### config.mk
export PLATFORM = sky130hd
export DESIGN_NAME = dual_mode_video_index_render
export DESIGN_NICKNAME = d
export VERILOG_FILES = /design/src/rtl/dmvir_pkg.sv /design/src/rtl/dmvir_front.sv /design/src/rtl/dmvir_queue.sv /design/src/rtl/dmvir_back.sv /design/src/rtl/dual_mode_video_index_render.sv
export SDC_FILE = /design/constraint.sdc
export NUM_CORES = 1
export LEC_CHECK = 0
export BUFFER_PORTS_ARGS = -buffer_cell sky130_fd_sc_hd__clkbuf_2
export CAP_MARGIN = 20
export CELL_PAD_IN_SITES_DETAIL_PLACEMENT = 0
export CELL_PAD_IN_SITES_GLOBAL_PLACEMENT = 1
export CORE_ASPECT_RATIO = 0.6
export CORE_MARGIN = 2
export CORE_UTILIZATION = 51
export CTS_CLUSTER_DIAMETER = 200
export DETAILED_ROUTE_END_ITERATION = 6
export PLACE_DENSITY_LB_ADDON = 0.3
export SETUP_SLACK_MARGIN = 0.05
export SLEW_MARGIN = 20
export SYNTH_ARGS = -nofsm -noshare
export SYNTH_HDL_FRONTEND = slang
export SYNTH_SLANG_ARGS = --single-unit
### constraint.sdc
create_clock -name clk -period 5.6 [get_ports clk]
set_input_delay 0.84 -clock clk [delete_from_list [all_inputs] [get_ports clk]]
set_output_delay 0.84 -clock clk [all_outputs]
set_load 0.02 [all_outputs]
### src/rtl/dmvir_pkg.sv
// Package holding the shared types, constants and helper function of the index renderer.
`default_nettype none
package dmvir_pkg;

	localparam int CELL_W = 6;
	localparam int ROW_W = 9;
	localparam int IDX_W = 5;

	localparam int FRAME_CELLS_DEF = 44;
	localparam int FRAME_ROWS_DEF = 288;
	localparam int SIDE_BORDER_CELLS_DEF = 6;
	localparam int TOP_BORDER_ROWS_DEF = 48;
	localparam int SCREEN_CELLS = 32;
	localparam int SCREEN_ROWS = 192;
	localparam int QUEUE_DEPTH_DEF = 4;

	localparam logic [1:0] CMD_PORT_FE = 2'd0;
	localparam logic [1:0] CMD_PORT_FF = 2'd1;
	localparam logic [1:0] CMD_CELL = 2'd2;

	localparam logic [3:0] IDX_TRANSPARENT = 4'd8;
	localparam logic [IDX_W-1:0] IDX_GREY = 5'd16;
	localparam logic [3:0] PEN_RESET = 4'd15;

	typedef struct packed {
		logic [1:0] cmd;
		logic [7:0] port_value;
		logic [7:0] first_byte;
		logic [7:0] second_byte;
		logic       flash_phase;
	} item_t;

	typedef struct packed {
		logic [IDX_W-1:0] pix_0;
		logic [IDX_W-1:0] pix_1;
		logic [IDX_W-1:0] pix_2;
		logic [IDX_W-1:0] pix_3;
		logic [IDX_W-1:0] pix_4;
		logic [IDX_W-1:0] pix_5;
		logic [IDX_W-1:0] pix_6;
		logic [IDX_W-1:0] pix_7;
		logic             row_done;
		logic             frame_done;
	} result_t;

	// One classified cell, as handed from the front end to the renderer.
	typedef struct packed {
		logic       in_screen;
		logic       wide;
		logic [3:0] border_index;
		logic [3:0] wide_pen;
		logic [3:0] wide_paper;
		logic [7:0] first_byte;
		logic [7:0] second_byte;
		logic       flash_phase;
		logic       row_done;
		logic       frame_done;
	} job_t;

	// Index 8 is never shown; it becomes index 0.
	function automatic logic [3:0] no_transp(input logic [3:0] c);
		return (c == IDX_TRANSPARENT) ? 4'd0 : c;
	endfunction

endpackage
`default_nettype wire

### src/rtl/dmvir_front.sv
// Front end: takes port writes and cells, keeps mode and raster position, classifies cells.
`default_nettype none
module dmvir_front
	import dmvir_pkg::*;
#(
	parameter int FRAME_CELLS = FRAME_CELLS_DEF,
	parameter int FRAME_ROWS = FRAME_ROWS_DEF,
	parameter int SIDE_BORDER_CELLS = SIDE_BORDER_CELLS_DEF,
	parameter int TOP_BORDER_ROWS = TOP_BORDER_ROWS_DEF
) (
	input  wire logic  clk,
	input  wire logic  arst_n,
	input  wire logic  fire,
	input  wire item_t item,
	output logic       job_push,
	output job_t       job
);

	localparam logic [CELL_W-1:0] LAST_CELL = CELL_W'(FRAME_CELLS - 1);
	localparam logic [ROW_W-1:0] LAST_ROW = ROW_W'(FRAME_ROWS - 1);
	localparam logic [CELL_W-1:0] SCREEN_CELL_FIRST = CELL_W'(SIDE_BORDER_CELLS);
	localparam logic [CELL_W-1:0] SCREEN_CELL_END = CELL_W'(SIDE_BORDER_CELLS + SCREEN_CELLS);
	localparam logic [ROW_W-1:0] SCREEN_ROW_FIRST = ROW_W'(TOP_BORDER_ROWS);
	localparam logic [ROW_W-1:0] SCREEN_ROW_END = ROW_W'(TOP_BORDER_ROWS + SCREEN_ROWS);

	logic              wide_mode_q;
	logic [2:0]        plain_border_q;
	logic [3:0]        border_index_q;
	logic [3:0]        wide_pen_q;
	logic [3:0]        wide_paper_q;
	logic [ROW_W-1:0]  row_q;
	logic [CELL_W-1:0] cell_q;

	logic       last_cell;
	logic       last_row;
	logic [3:0] ff_pen;
	logic [3:0] ff_paper;
	logic       ff_wide;

	assign last_cell = (cell_q == LAST_CELL);
	assign last_row = (row_q == LAST_ROW);
	assign ff_wide = item.port_value[2];
	assign ff_pen = no_transp({1'b1, item.port_value[5:3]});
	assign ff_paper = no_transp({1'b1, ~item.port_value[5:3]});

	assign job_push = fire && (item.cmd == CMD_CELL);

	always_comb begin
		job.in_screen = (row_q >= SCREEN_ROW_FIRST) && (row_q < SCREEN_ROW_END) &&
			(cell_q >= SCREEN_CELL_FIRST) && (cell_q < SCREEN_CELL_END);
		job.wide = wide_mode_q;
		job.border_index = border_index_q;
		job.wide_pen = wide_pen_q;
		job.wide_paper = wide_paper_q;
		job.first_byte = item.first_byte;
		job.second_byte = item.second_byte;
		job.flash_phase = item.flash_phase;
		job.row_done = last_cell;
		job.frame_done = last_cell && last_row;
	end

	always_ff @(posedge clk or negedge arst_n) begin
		if (!arst_n) begin
			wide_mode_q <= 1'b0;
			plain_border_q <= 3'd0;
			border_index_q <= 4'd0;
			wide_pen_q <= PEN_RESET;
			wide_paper_q <= 4'd0;
			row_q <= '0;
			cell_q <= '0;
		end else if (fire) begin
			unique case (item.cmd)
				CMD_PORT_FE: begin
					plain_border_q <= item.port_value[2:0];
					if (!wide_mode_q) begin
						border_index_q <= {1'b0, item.port_value[2:0]};
					end
				end
				CMD_PORT_FF: begin
					wide_mode_q <= ff_wide;
					wide_pen_q <= ff_pen;
					wide_paper_q <= ff_paper;
					border_index_q <= ff_wide ? ff_paper : {1'b0, plain_border_q};
				end
				CMD_CELL: begin
					if (last_cell) begin
						cell_q <= '0;
						row_q <= last_row ? '0 : row_q + 1'b1;
					end else begin
						cell_q <= cell_q + 1'b1;
					end
				end
				default: begin
				end
			endcase
		end
	end

endmodule
`default_nettype wire

### src/rtl/dmvir_queue.sv
// Short first-in first-out queue of classified cells between front end and renderer.
`default_nettype none
module dmvir_queue
	import dmvir_pkg::*;
#(
	parameter int DEPTH = QUEUE_DEPTH_DEF
) (
	input  wire logic clk,
	input  wire logic arst_n,
	input  wire logic wr_en,
	input  wire job_t wr_data,
	output logic      full,
	input  wire logic rd_en,
	output job_t      rd_data,
	output logic      nonempty
);

	localparam int PTR_W = (DEPTH > 1) ? $clog2(DEPTH) : 1;
	localparam int CNT_W = $clog2(DEPTH + 1);
	localparam logic [PTR_W-1:0] LAST_PTR = PTR_W'(DEPTH - 1);
	localparam logic [CNT_W-1:0] FULL_CNT = CNT_W'(DEPTH);

	job_t             slot_q [DEPTH];
	logic [PTR_W-1:0] wr_ptr_q;
	logic [PTR_W-1:0] rd_ptr_q;
	logic [CNT_W-1:0] count_q;

	assign full = (count_q == FULL_CNT);
	assign nonempty = (count_q != '0);
	assign rd_data = slot_q[rd_ptr_q];

	always_ff @(posedge clk) begin
		if (wr_en) begin
			slot_q[wr_ptr_q] <= wr_data;
		end
	end

	always_ff @(posedge clk or negedge arst_n) begin
		if (!arst_n) begin
			wr_ptr_q <= '0;
			rd_ptr_q <= '0;
			count_q <= '0;
		end else begin
			if (wr_en) begin
				wr_ptr_q <= (wr_ptr_q == LAST_PTR) ? '0 : wr_ptr_q + 1'b1;
			end
			if (rd_en) begin
				rd_ptr_q <= (rd_ptr_q == LAST_PTR) ? '0 : rd_ptr_q + 1'b1;
			end
			priority if (wr_en && !rd_en) begin
				count_q <= count_q + 1'b1;
			end else if (rd_en && !wr_en) begin
				count_q <= count_q - 1'b1;
			end
		end
	end

endmodule
`default_nettype wire

### src/rtl/dmvir_back.sv
// Renderer: turns a classified cell into eight palette indices held in the result register.
`default_nettype none
module dmvir_back
	import dmvir_pkg::*;
(
	input  wire logic clk,
	input  wire logic arst_n,
	input  wire logic job_ready,
	input  wire job_t job,
	output logic      job_take,
	output logic      empty,
	input  wire logic pop,
	output result_t   result
);

	logic    out_valid_q;
	result_t out_q;
	result_t rendered;

	function automatic logic [IDX_W-1:0] wide_pair(input logic [1:0] bits,
		input logic [3:0] pen, input logic [3:0] paper);
		logic [IDX_W-1:0] r;
		unique case (bits)
			2'b00: r = {1'b0, paper};
			2'b11: r = {1'b0, pen};
			default: r = IDX_GREY;
		endcase
		return r;
	endfunction

	always_comb begin
		logic [IDX_W-1:0] px [8];
		logic [3:0]       pen;
		logic [3:0]       paper;
		logic [7:0]       bits;
		logic [15:0]      wide_bits;
		pen = no_transp({job.second_byte[6], job.second_byte[2:0]});
		paper = no_transp(job.second_byte[6:3]);
		bits = job.first_byte ^ {8{job.second_byte[7] & job.flash_phase}};
		// In 64-column mode the two bytes form one run of eight bit pairs, left byte first.
		wide_bits = {job.first_byte, job.second_byte};
		for (int k = 0; k < 8; k++) begin
			priority if (!job.in_screen) begin
				px[k] = {1'b0, job.border_index};
			end else if (job.wide) begin
				px[k] = wide_pair(wide_bits[15-2*k -: 2], job.wide_pen, job.wide_paper);
			end else begin
				px[k] = bits[7-k] ? {1'b0, pen} : {1'b0, paper};
			end
		end
		rendered.pix_0 = px[0];
		rendered.pix_1 = px[1];
		rendered.pix_2 = px[2];
		rendered.pix_3 = px[3];
		rendered.pix_4 = px[4];
		rendered.pix_5 = px[5];
		rendered.pix_6 = px[6];
		rendered.pix_7 = px[7];
		rendered.row_done = job.row_done;
		rendered.frame_done = job.frame_done;
	end

	assign job_take = job_ready && (!out_valid_q || pop);
	assign empty = !out_valid_q;
	assign result = out_q;

	always_ff @(posedge clk or negedge arst_n) begin
		if (!arst_n) begin
			out_valid_q <= 1'b0;
		end else if (job_take) begin
			out_valid_q <= 1'b1;
		end else if (pop) begin
			out_valid_q <= 1'b0;
		end
	end

	always_ff @(posedge clk) begin
		if (job_take) begin
			out_q <= rendered;
		end
	end

endmodule
`default_nettype wire

### src/rtl/dual_mode_video_index_render.sv
// Top level of the two-mode palette-index raster generator.
//
//   channel   direction   handshake              payload
//   -------   ---------   --------------------   ----------------------------------
//   item      in          push / full            port write or one raster cell
//   result    out         empty / pop            eight palette indices, row/frame end
//
// One item may be pushed on every clock edge while full is low. A cell is held in the
// cell queue and then in the result register before it appears on the result port;
// port writes update the mode registers at once and give no result.
// full follows the small cell queue between the front end and the renderer, so the
// input stalls only once the queue and the result register are both occupied.
// Reset puts 32-column mode, border index 0, pen 15, paper 0 and the raster at the
// first cell of the frame, and leaves the cell queue and the result register empty.
`default_nettype none
module dual_mode_video_index_render
	import dmvir_pkg::*;
#(
	parameter int FRAME_CELLS = FRAME_CELLS_DEF,
	parameter int FRAME_ROWS = FRAME_ROWS_DEF,
	parameter int SIDE_BORDER_CELLS = SIDE_BORDER_CELLS_DEF,
	parameter int TOP_BORDER_ROWS = TOP_BORDER_ROWS_DEF,
	parameter int QUEUE_DEPTH = QUEUE_DEPTH_DEF
) (
	input  wire logic  clk,
	input  wire logic  arst_n,
	input  wire logic  push,
	output logic       full,
	input  wire item_t item,
	output logic       empty,
	input  wire logic  pop,
	output result_t    result
);

	logic fire;
	logic job_push;
	job_t job_in;
	job_t job_out;
	logic job_ready;
	logic job_take;

	// An item is taken whenever the cell queue has room; port writes never occupy it,
	// but gating them as well keeps the acceptance rule a single term.
	assign fire = push && !full;

	dmvir_front #(
		.FRAME_CELLS(FRAME_CELLS),
		.FRAME_ROWS(FRAME_ROWS),
		.SIDE_BORDER_CELLS(SIDE_BORDER_CELLS),
		.TOP_BORDER_ROWS(TOP_BORDER_ROWS)
	) u_front (
		.clk(clk),
		.arst_n(arst_n),
		.fire(fire),
		.item(item),
		.job_push(job_push),
		.job(job_in)
	);

	dmvir_queue #(
		.DEPTH(QUEUE_DEPTH)
	) u_queue (
		.clk(clk),
		.arst_n(arst_n),
		.wr_en(job_push),
		.wr_data(job_in),
		.full(full),
		.rd_en(job_take),
		.rd_data(job_out),
		.nonempty(job_ready)
	);

	// The renderer holds the finished cell in its result register, so it can take
	// the next queued cell in the same cycle as the current one is popped.
	dmvir_back u_back (
		.clk(clk),
		.arst_n(arst_n),
		.job_ready(job_ready),
		.job(job_out),
		.job_take(job_take),
		.empty(empty),
		.pop(pop),
		.result(result)
	);

endmodule
`default_nettype wire

==> After elaboration in Yosys (flattened, before gate mapping) <==
Memory sizes are Yosys's and may differ from the RTL's.
Index checks and enable logic that the tools add are counted.
{ "classes": {"n_addsub": 6, "magnitude_cmp": 4, "eq_ne": 18, "n_mux": 49, "bitwise_logic": 3, "n_reduce_logical": 34} }
{ "ops": {"columns": ["op", "count"], "rows": [
  ["2-to-1 mux 4 bit", 22],
  ["case mux 5 bit (2 select lines)", 8],
  ["2-to-1 mux 5 bit", 8],
  ["equality test 2 bit (second input constant)", 11],
  ["zero test 2 bit", 9],
  ["adder 9 x 1 -> 9 bit (second input constant)", 1],
  ["equality test 9 bit (second input constant)", 1],
  [">= comparator 9 x 6 -> 1 bit (second input constant)", 1],
  ["logical AND 1 bit", 9],
  ["less-than comparator 9 x 8 -> 1 bit (second input constant)", 1],
  ["2-to-1 mux 9 bit", 1],
  ["equality test 4 bit (second input constant)", 2],
  ["case mux 4 bit (2 select lines)", 1],
  ["XOR 8 bit", 1],
  ["adder 6 x 1 -> 6 bit (second input constant)", 1],
  ["equality test 6 bit (second input constant)", 1],
  [">= comparator 6 x 3 -> 1 bit (second input constant)", 1],
  ["zero test 3 bit", 2],
  ["less-than comparator 6 bit (second input constant)", 1],
  ["2-to-1 mux 3 bit", 2],
  ["2-to-1 mux 6 bit", 1],
  ["AND reduction 2 bit", 3],
  ["AND reduction 3 bit", 2],
  ["nonzero test 2 bit", 3],
  ["13 further kinds", 21]
]} }
{ "totals": {"regBits": 81, "ramBits": 132, "output_inout_bits": 44, "elab_cells": 144, "mem_count": 1} }
{ "mem_list": {"columns": ["name", "depth", "width", "read_ports", "rd_clocked_by_memory_dff", "wr", "line", "source"], "rows": [
  ["u_queue.slot_q", 4, 33, 1, 0, 1, "dmvir_queue.sv:23", "job_t slot_q [DEPTH];"]
]} }

==> Logic depth before layout (Yosys ltp) <==
Gate-level depths: netlist of run 1.
{ "logic_depth": {"word_depth": 8, "depth_mapped": 12} }

==> Modules after synthesis <==
A second synthesis of run 1 with hierarchy kept.
{ "unflattened": {"cells_unflattened": 644, "hier_area_um2": 9883.2} }
{ "by_module_without_submodules": {"columns": ["mod", "instances", "cells_per_inst", "area_each_um2", "seq_area_each_um2"], "rows": [
  ["dmvir_queue", 1, 210, 5231.3, 4139.0],
  ["dmvir_back", 1, 263, 2949.1, 1286.2],
  ["dmvir_front", 1, 170, 1689.1, 780.7],
  ["dual_mode_video_index_render", 1, 1, 13.8, 0.0]
]} }

==> Least setup slack after synthesis of run 1 <==
Ideal clock, no wire load.
{ "synth_timing": {"path_kind": "input -> register", "from": "input port pop", "to": "register u_queue.count_q[1]", "arrival_time_ns": 4.174, "slack_ns": 1.301, "stages": 7, "cell_sequence": "inv_1 a21oi_1 inv_1 ha_1 inv_1 fa_1 mux2_2"} }
{ "synth_via": {"elab_chain_cells": 5, "elab_cells_between_ends": 7, "cone_classes": "mux (1); reduce/logical (6)"} }
{ "synth_lines": {"columns": ["element", "line", "source"], "rows": [
  ["start, declared", "dual_mode_video_index_render.sv:31", "input wire logic pop,"],
  ["logical OR 1 bit (*)", "dmvir_back.sv:63", "assign job_take = job_ready && (!out_valid_q || pop);"],
  ["logical AND 1 bit (*)", "dmvir_back.sv:63", null],
  ["named net job_take", "dual_mode_video_index_render.sv:40", "logic job_take;"],
  ["zero test 1 bit", "dmvir_queue.sv:50", "priority if (wr_en && !rd_en) begin"],
  ["logical AND 1 bit", "dmvir_queue.sv:50", null],
  ["2-to-1 mux 3 bit or nonzero test 2 bit (tied branches)", null, null],
  ["end signal, assigned", "dmvir_queue.sv:51", "count_q <= count_q + 1'b1;"],
  ["end signal, assigned", "dmvir_queue.sv:53", "count_q <= count_q - 1'b1;"],
  ["end, declared", "dmvir_queue.sv:26", "logic [CNT_W-1:0] count_q;"]
]} }
The timed path passes the listed nets; every way through them passes the cells marked *.
A chain may end at the register's enable or synchronous reset.

==> key figures, run 1 <==
Floorplan
  • Die area: 20000 um^2
  • Core area: 18300 um^2
  • Die Wd: 181 um
  • Core Rows: 38
  • Boundary Pins: 75
  • Starting Density: 52.7%
  • Die height: 110 um

Logic synthesis
  • Simple-Gate Fraction of Synth Area: 6.13%
  • Synth async-reset ratio: 18.3%
  • Post-synth cell types: 52
  • Largest family of logic cells by synthesized area: multiplexers
  • Post-Synth XOR/XNOR Area: 2.17%
  • Avg Inst Size Synth: 16.0 um^2
  • Seq/Total Area, Yosys: 64.4%
  • Adder-Cell Fraction of Synth Area: 3.33%
  • Ys flop type: edfxtp_1
  • Post-synthesis cell count: 600
  • Mapped Area: 9630 um^2
  • Post-synthesis compound-gate area fraction: 7.48%
  • Syn_nets: 656
  • Mux share of post-synthesis cell area: 14.0%
  • YS warnings: 0
  • Seq cells post-synth: 213
  • Post-synth EDFFs: 174

Power and ir drop
  • Clk pwr share: 20.3%
  • Worst VDD drop: 266 uV
  • Cell internal pwr: 0.00400 W
  • Psw: 0.00249 W
  • PD cells: 597 nW/um^2
  • Sw Ratio: 38.4%
  • Logic pwr share: 42.1%
  • Lkg Pwr: 4.15 nW
  • Share of power burned in registers: 37.6%

Place
  • Detailed Place HPWL: 13900 um
  • Place WS: 2.19 ns
  • Routability cong.: 0.889
  • Buffers on Ports: 72

Clock network
  • Clk buf depth: 3
  • CTS tree: done
  • CTS H-Tree Depth: 1
  • Clock-pin slew on the worst setup and hold paths: 0.06 ns
  • TritonCTS Buffers: 21
  • CTS Hold Bufs: 0
  • Cts repair resizes: 0
  • Clk Latency, worst-skew pair: 0.50 ns
  • Root buf cell: clkbuf_16
  • Clock sink count: 213
  • Post-CTS setup buffers: 0

Timing
  • Final hold vios: 0
  • RSZ-0062 raised after global routing: no
  • Setup TNS: 0 ns
  • Slew headroom: 34.2%
  • Peak Freq: 297 MHz
  • Final setup violation count: 0
  • Period utilisation layout: 60.2%
  • Clock skew: 0.00890 ns
  • Slew @ Worst Pin: 0.987 ns
  • Smallest setup slack after layout: 2.23 ns
  • Final Max Slew Viols: 0
  • Final period demand of the worst path: 3.37 ns

Outcome
  • Outcome: finished, final reports clean

Min path
  • Hold Path Class: in2async

Routing
  • Initial drt markers: 563
  • Vias per cell: 5.97
  • Drt wl/cell: 21.5 um
  • First drt pass iteration count: 6
  • DR vias: 5605
  • Detail Route Antenna Nets: 0
  • DRC: 0
  • Final wirelength: 20200 um

Global routing
  • Initial antenna violation count: 0
  • Total GRT Usage: 20.5%
  • First-pass GRT wire length: 31700 um
  • Vias in the first global route: 5477
  • Largest net degree at the start of global routing: 46
  • Gr ovfl total: 0

Worst setup path
  • Critical path required time: 5.84 ns
  • Critical path peak fanout: 32
  • Nature of the critical path startpoint: flip-flop
  • Kind of critical path: reg2reg
  • Crit. End Element: flip-flop
  • Worst EP arrival: 3.61 ns

Cells and area
  • Nets: 740
  • Inserted Diodes: 0
  • Area growth syn-to-layout: 12.9%
  • Share of layout cells above drive strength 1: 24.9%

Job
  • Max_cap viols: 0
==> worst paths after layout <==
check                      slack, ns  cells past startpoint                   endpoint                start
setup / recovery                2.23                      8          u_back.result[22]  u_queue.rd_ptr_q[0]
hold / removal                  0.47                      1  u_front.plain_border_q[1]               arst_n
setup reg to reg                2.23                      8          u_back.result[22]  u_queue.rd_ptr_q[0]
hold reg to reg                 0.50                      1         u_queue.count_q[2]   u_queue.count_q[2]
max in group asynchronous       4.47                      1        u_queue.rd_ptr_q[0]               arst_n
min in group clk                0.50                      1         u_queue.count_q[2]   u_queue.count_q[2]
==> power by group through the flow <==
stage	clock network [W]	logic (W)	registers (W)
2_1_floorplan	0	0.00182	0.00256
3_3_place_gp	0	0.00262	0.00245
3_5_place_dp	0	0.00268	0.00248
4_1_cts	0.00134	0.00269	0.00245
5_1_grt	0.00141	0.00290	0.00249
6_report	0.00132	0.00273	0.00244
==> logic make-up (layout without fill, tap and decap cells) <==
| family | after synthesis | after routing |
|---|---|---|
| compound gates | 100 | 100 |
| mux | 90 | 90 |
| simple gates | 107 | 107 |
| buf+inv | 48 | 147 |
| xor+xnor | 17 | 17 |
| flops | 213 | 213 |
| fa+ha+maj | 25 | 25 |
==> layout make-up <==
cell class	count	area [um^2]
well taps	240	300
inverters	28	105
repair buffers	81	428
multi-input cells	339	3200
clock inverters	12	90.1
clock buffers	26	544
flip-flops and latches	213	6210
fillers	1379	7390
==> cells in the mapped netlist, types with 2 or more instances <==
cell,instances,share of area (%)
mux2i_1,42,4.4
mux4_1,9,2.5
a22oi_1,32,2.5
buf_6,3,0.35
xnor2_2,8,1.4
inv_1,23,0.90
nand2b_1,2,0.13
a21oi_1,7,0.36
edfxtp_1,174,54
nor3_1,13,0.68
o311ai_0,12,1.1
a31oi_1,5,0.32
and3_1,12,0.78
dfrtp_1,35,9.1
and2_1,6,0.39
ha_1,24,3.1
o22ai_1,8,0.52
dfstp_2,4,1.1
mux4_2,22,5.1
nand4_1,2,0.13
o21ai_0,16,0.83
o311ai_1,12,1.1
a21o_1,3,0.23
xor2_1,5,0.45
xnor2_1,4,0.36
buf_2,7,0.36
inv_2,4,0.16
nand2_1,34,1.3
nand3b_1,3,0.23
mux2_2,17,2.0
nor3_4,2,0.34
clkbuf_1,8,0.31
nor2_1,23,0.90
==> worst max-delay path, cell delays in order (launching register included) <==
cell      delay [ns]
dfrtp_2         1.01
buf_4           0.38
mux2i_1         0.11
mux2_2          0.35
ha_1            0.32
and3b_4         0.25
nor3_4          0.34
mux2i_1         0.14
o311ai_0        0.19
==> stage by stage <==
stage               power [W]  hold WS, ns  util (%)  cells  cell area (um^2)
finish                0.00649        0.470      59.5    939             10900
detailed placement    0.00517        0.482      56.1    901             10200
global placement      0.00507        0.478      56.1    901             10200
global route          0.00680        0.520      59.5    939             10900
CTS                   0.00648        0.494      59.5    939             10900
floorplan             0.00438        0.463         -    600              9630
==> flip-flops by register name, indices dropped and copies added (netlist names) <==
| register | flops |
|---|---|
| u_front.wide_paper_q | 4 |
| u_queue.rd_ptr_q | 2 |
| u_front.cell_q | 6 |
| u_front.plain_border_q | 3 |
| u_front.border_index_q | 4 |
| u_front.wide_pen_q | 4 |
| u_queue.wr_ptr_q | 2 |
| u_back.result | 42 |
| u_queue.slot_q | 132 |
| u_front.wide_mode_q | 1 |
| u_back.out_valid_q | 1 |
| u_queue.count_q | 3 |
| u_front.row_q | 9 |
==> layer usage <==
layer  routed length, um  vias up  GRT usage, %
li1                    -     2560             -
met1               10100     2765          33.5
met2                8170      258          28.4
met3                1660       22          4.25
met4                 263        0          4.23
met5                   0        -             0
==> cells in the final DEF, fill, tap and decap left out, types with 5 or more instances in the layout <==
cell type and instances:
a22oi_1 32, a21oi_1 6, o22ai_1 8, xnor2_2 8, o21ai_0 16, nand2_1 34, and2_1 6, and3_1 12
a31oi_1 5, clkbuf_2 71, o311ai_0 12, clkbuf_16 21, mux2_2 17, edfxtp_1 174, buf_4 9, ha_1 24
o311ai_1 12, nor2_1 23, clkinv_1 7, dfrtp_1 34, mux2i_1 42, xor2_1 5, clkbuf_1 5, mux4_1 9
inv_1 23, nor3_1 13, mux4_2 22
No activity file was read; power rests on OpenSTA's default activity.
==> inputs of run 2 (changes only) <==
CORE_UTILIZATION = 46   (was 51)
clock period = 2.9 ns   (was 5.6 ns; I/O delays follow)
==> run 2 against run 1 <==
Against the previous run: critical path depth down 3; critical endpoint is now u_back.result[8]; sequential share of layout area down 2.0 points; global-route usage down 0.81 points; clock skew up 0.0033 ns.
==> key figures, run 2 (same netlist as run 1, synthesis figures left out) <==
Clock network
  • Post-CTS setup buffers: 0 (unchanged)
  • Clock sink count: 213 (unchanged)
  • Clk Latency, worst-skew pair: 0.51 ns (about the same)
  • Clk buf depth: 3 (unchanged)
  • CTS H-Tree Depth: 1 (unchanged)
  • CTS Hold Bufs: 0 (unchanged)
  • Clock-pin slew on the worst setup and hold paths: 0.06 ns (about the same)
  • TritonCTS Buffers: 21 (unchanged)
  • Cts repair resizes: 0 (unchanged)
  • Root buf cell: clkbuf_16
  • CTS tree: done

Routing
  • Final wirelength: 21400 um (+5.9%)
  • Max Used Layer: met4
  • DRC: 0 (unchanged)
  • DR vias: 5716 (+2.0%)
  • M1 WL: 10300 um (+1.7%)
  • Drt wl/cell: 21.5 um (about the same)
  • Met2 WL post-DR: 9160 um (+12%)
  • Initial drt markers: 486 (-14%)
  • Routed wl met3: 1540 um (-7.2%)
  • Detail Route Antenna Nets: 0 (unchanged)
  • First drt pass iteration count: 5 (-1)
  • Vias per cell: 5.75 (-3.7%)

Min path
  • Hold Path Class: in2async

Place
  • Buffers on Ports: 72 (unchanged)
  • Detailed Place HPWL: 14900 um (+7.6%)
  • DP Area: 10500 um^2 (+2.8%)
  • Place WS: 0.316 ns (-1.88 ns)
  • Routability cong.: 0.882 (-0.83%)

Cells and area
  • Most frequent cells in the layout: 174 x edfxtp_1, 71 x clkbuf_2, 42 x mux2i_1, 34 x nand2_1, 34 x dfrtp_1
  • Area growth syn-to-layout: 17.0%
  • Fillers: 1587 (+15%)
  • Top reg by flops: u_queue.slot_q
  • Inserted Diodes: 0 (unchanged)
  • Final Cell Area: 11300 um^2 (+3.7%)
  • Commonest non-fill, non-tap cell in the layout: edfxtp_1
  • Share of layout cells above drive strength 1: 27.9% (+3.0 points)
  • Nets: 762 (+3.0%)
  • Max reg flops: 132 (unchanged)

Floorplan
  • Die area: 22100 um^2 (+11%)
  • Core Rows: 40 (+5.3%)
  • Starting Density: 47.5% (-5.2 points)
  • Boundary Pins: 75 (unchanged)
  • Die Wd: 191 um (+5.2%)
  • Core area: 20300 um^2 (+11%)
  • Die height: 116 um (+5.1%)

Worst setup path
  • Critical path peak fanout: 18 (-44%)
  • Nature of the critical path startpoint: flip-flop
  • R2R Path Start: u_queue.rd_ptr_q[0]
  • Kind of critical path: reg2reg
  • Crit. End Element: flip-flop
  • Worst EP arrival: 2.89 ns (-0.72 ns)
  • Worst reg2reg endpoint: u_back.result[8]
  • R2R setup slack: 0.25 ns (-1.98 ns)
  • Critical path required time: 3.13 ns (-2.71 ns)
  • Worst reg2reg path depth: 5 (-3)

Global routing
  • Vias in the first global route: 5640 (+3.0%)
  • First-pass GRT wire length: 32600 um (+2.9%)
  • Total GRT Usage: 19.7% (-0.81 points)
  • Initial antenna violation count: 0 (unchanged)
  • Gr ovfl total: 0 (unchanged)
  • Largest net degree at the start of global routing: 45 (-2.2%)

Timing
  • Slew @ Worst Pin: 0.919 ns (-0.0679 ns)
  • Slew headroom: 38.7% (+4.5 points)
  • Final period demand of the worst path: 2.65 ns (-0.715 ns)
  • Clock skew: 0.0122 ns (+0.00326 ns)
  • Final Max Slew Viols: 0 (unchanged)
  • Peak Freq: 377 MHz (+27%)
  • Period utilisation layout: 91.5% (+31 points)
  • Smallest setup slack after layout: 0.247 ns (-1.98 ns)
  • Final hold vios: 0 (unchanged)
  • RSZ-0062 raised after global routing: no
  • Final setup violation count: 0 (unchanged)
  • Setup TNS: 0 ns (unchanged)

Job
  • Max_cap viols: 0 (unchanged)

Power and ir drop
  • Lkg Pwr: 4.34 nW (+4.6%)
  • PD cells: 1170 nW/um^2 (+96%)
  • Worst VDD drop: 511 uV (+92%)

Outcome
  • Outcome: finished, final reports clean
run 2: routing by layer:
layer  vias to the layer above  global-route usage, %
met5                         -                      0
met4                         0                   5.58
met3                        35                   3.39
met2                       211                   28.7
met1                      2872                   30.6
li1                       2598                      -
run 2: final cells by class:
type                    count  area (um^2)  area share [%]
multi-input cells         339         3200            28.4
well taps                 273          342            3.03
inverters                  28          105           0.933
repair buffers            103          668            5.93
clock buffers              32          639            5.67
clock inverters             6          113           0.999
flip-flops and latches    213         6210            55.1
run 2: where the power goes:
group          switching [W]  internal (W)  total [W]  leakage (nW)
logic                0.00330       0.00227    0.00558          1.88
clock network        0.00113       0.00180    0.00293         0.367
registers           0.000407       0.00425    0.00466          2.09
total                0.00484       0.00832     0.0132          4.34
run 2: stage by stage:
step	hold slack (ns)	cells	util, %	power [W]
finish	0.0619	994	55.6	0.0132
global route	0.132	994	55.6	0.0138
CTS	0.118	994	55.6	0.0132
detailed placement	0.484	956	51.9	0.0103
global placement	0.481	956	51.9	0.0101
floorplan	0.139	600	-	0.00845
run 2: how the worst max path moves through the flow:
stage | slack [ns] | end | cells after the start | start
3_5_place_dp | 0.32 | u_back.result[8] | 5 | u_queue.rd_ptr_q[0]
5_1_grt | 0.10 | u_back.result[7] | 5 | u_queue.rd_ptr_q[0]
4_1_cts | 0.25 | u_back.result[8] | 5 | u_queue.rd_ptr_q[0]
3_3_place_gp | 0.33 | u_back.result[8] | 5 | u_queue.rd_ptr_q[0]
6_report | 0.25 | u_back.result[8] | 5 | u_queue.rd_ptr_q[0]
2_1_floorplan | 0.23 | u_queue.slot_q[3][0] | 7 | u_queue.count_q[0]
run 2: critical path: stages, from the launching register on:
cell,delay [ns]
dfrtp_2,0.55
buf_12,0.23
mux4_1,0.61
inv_1,0.17
ha_1,0.31
o311ai_1,0.51
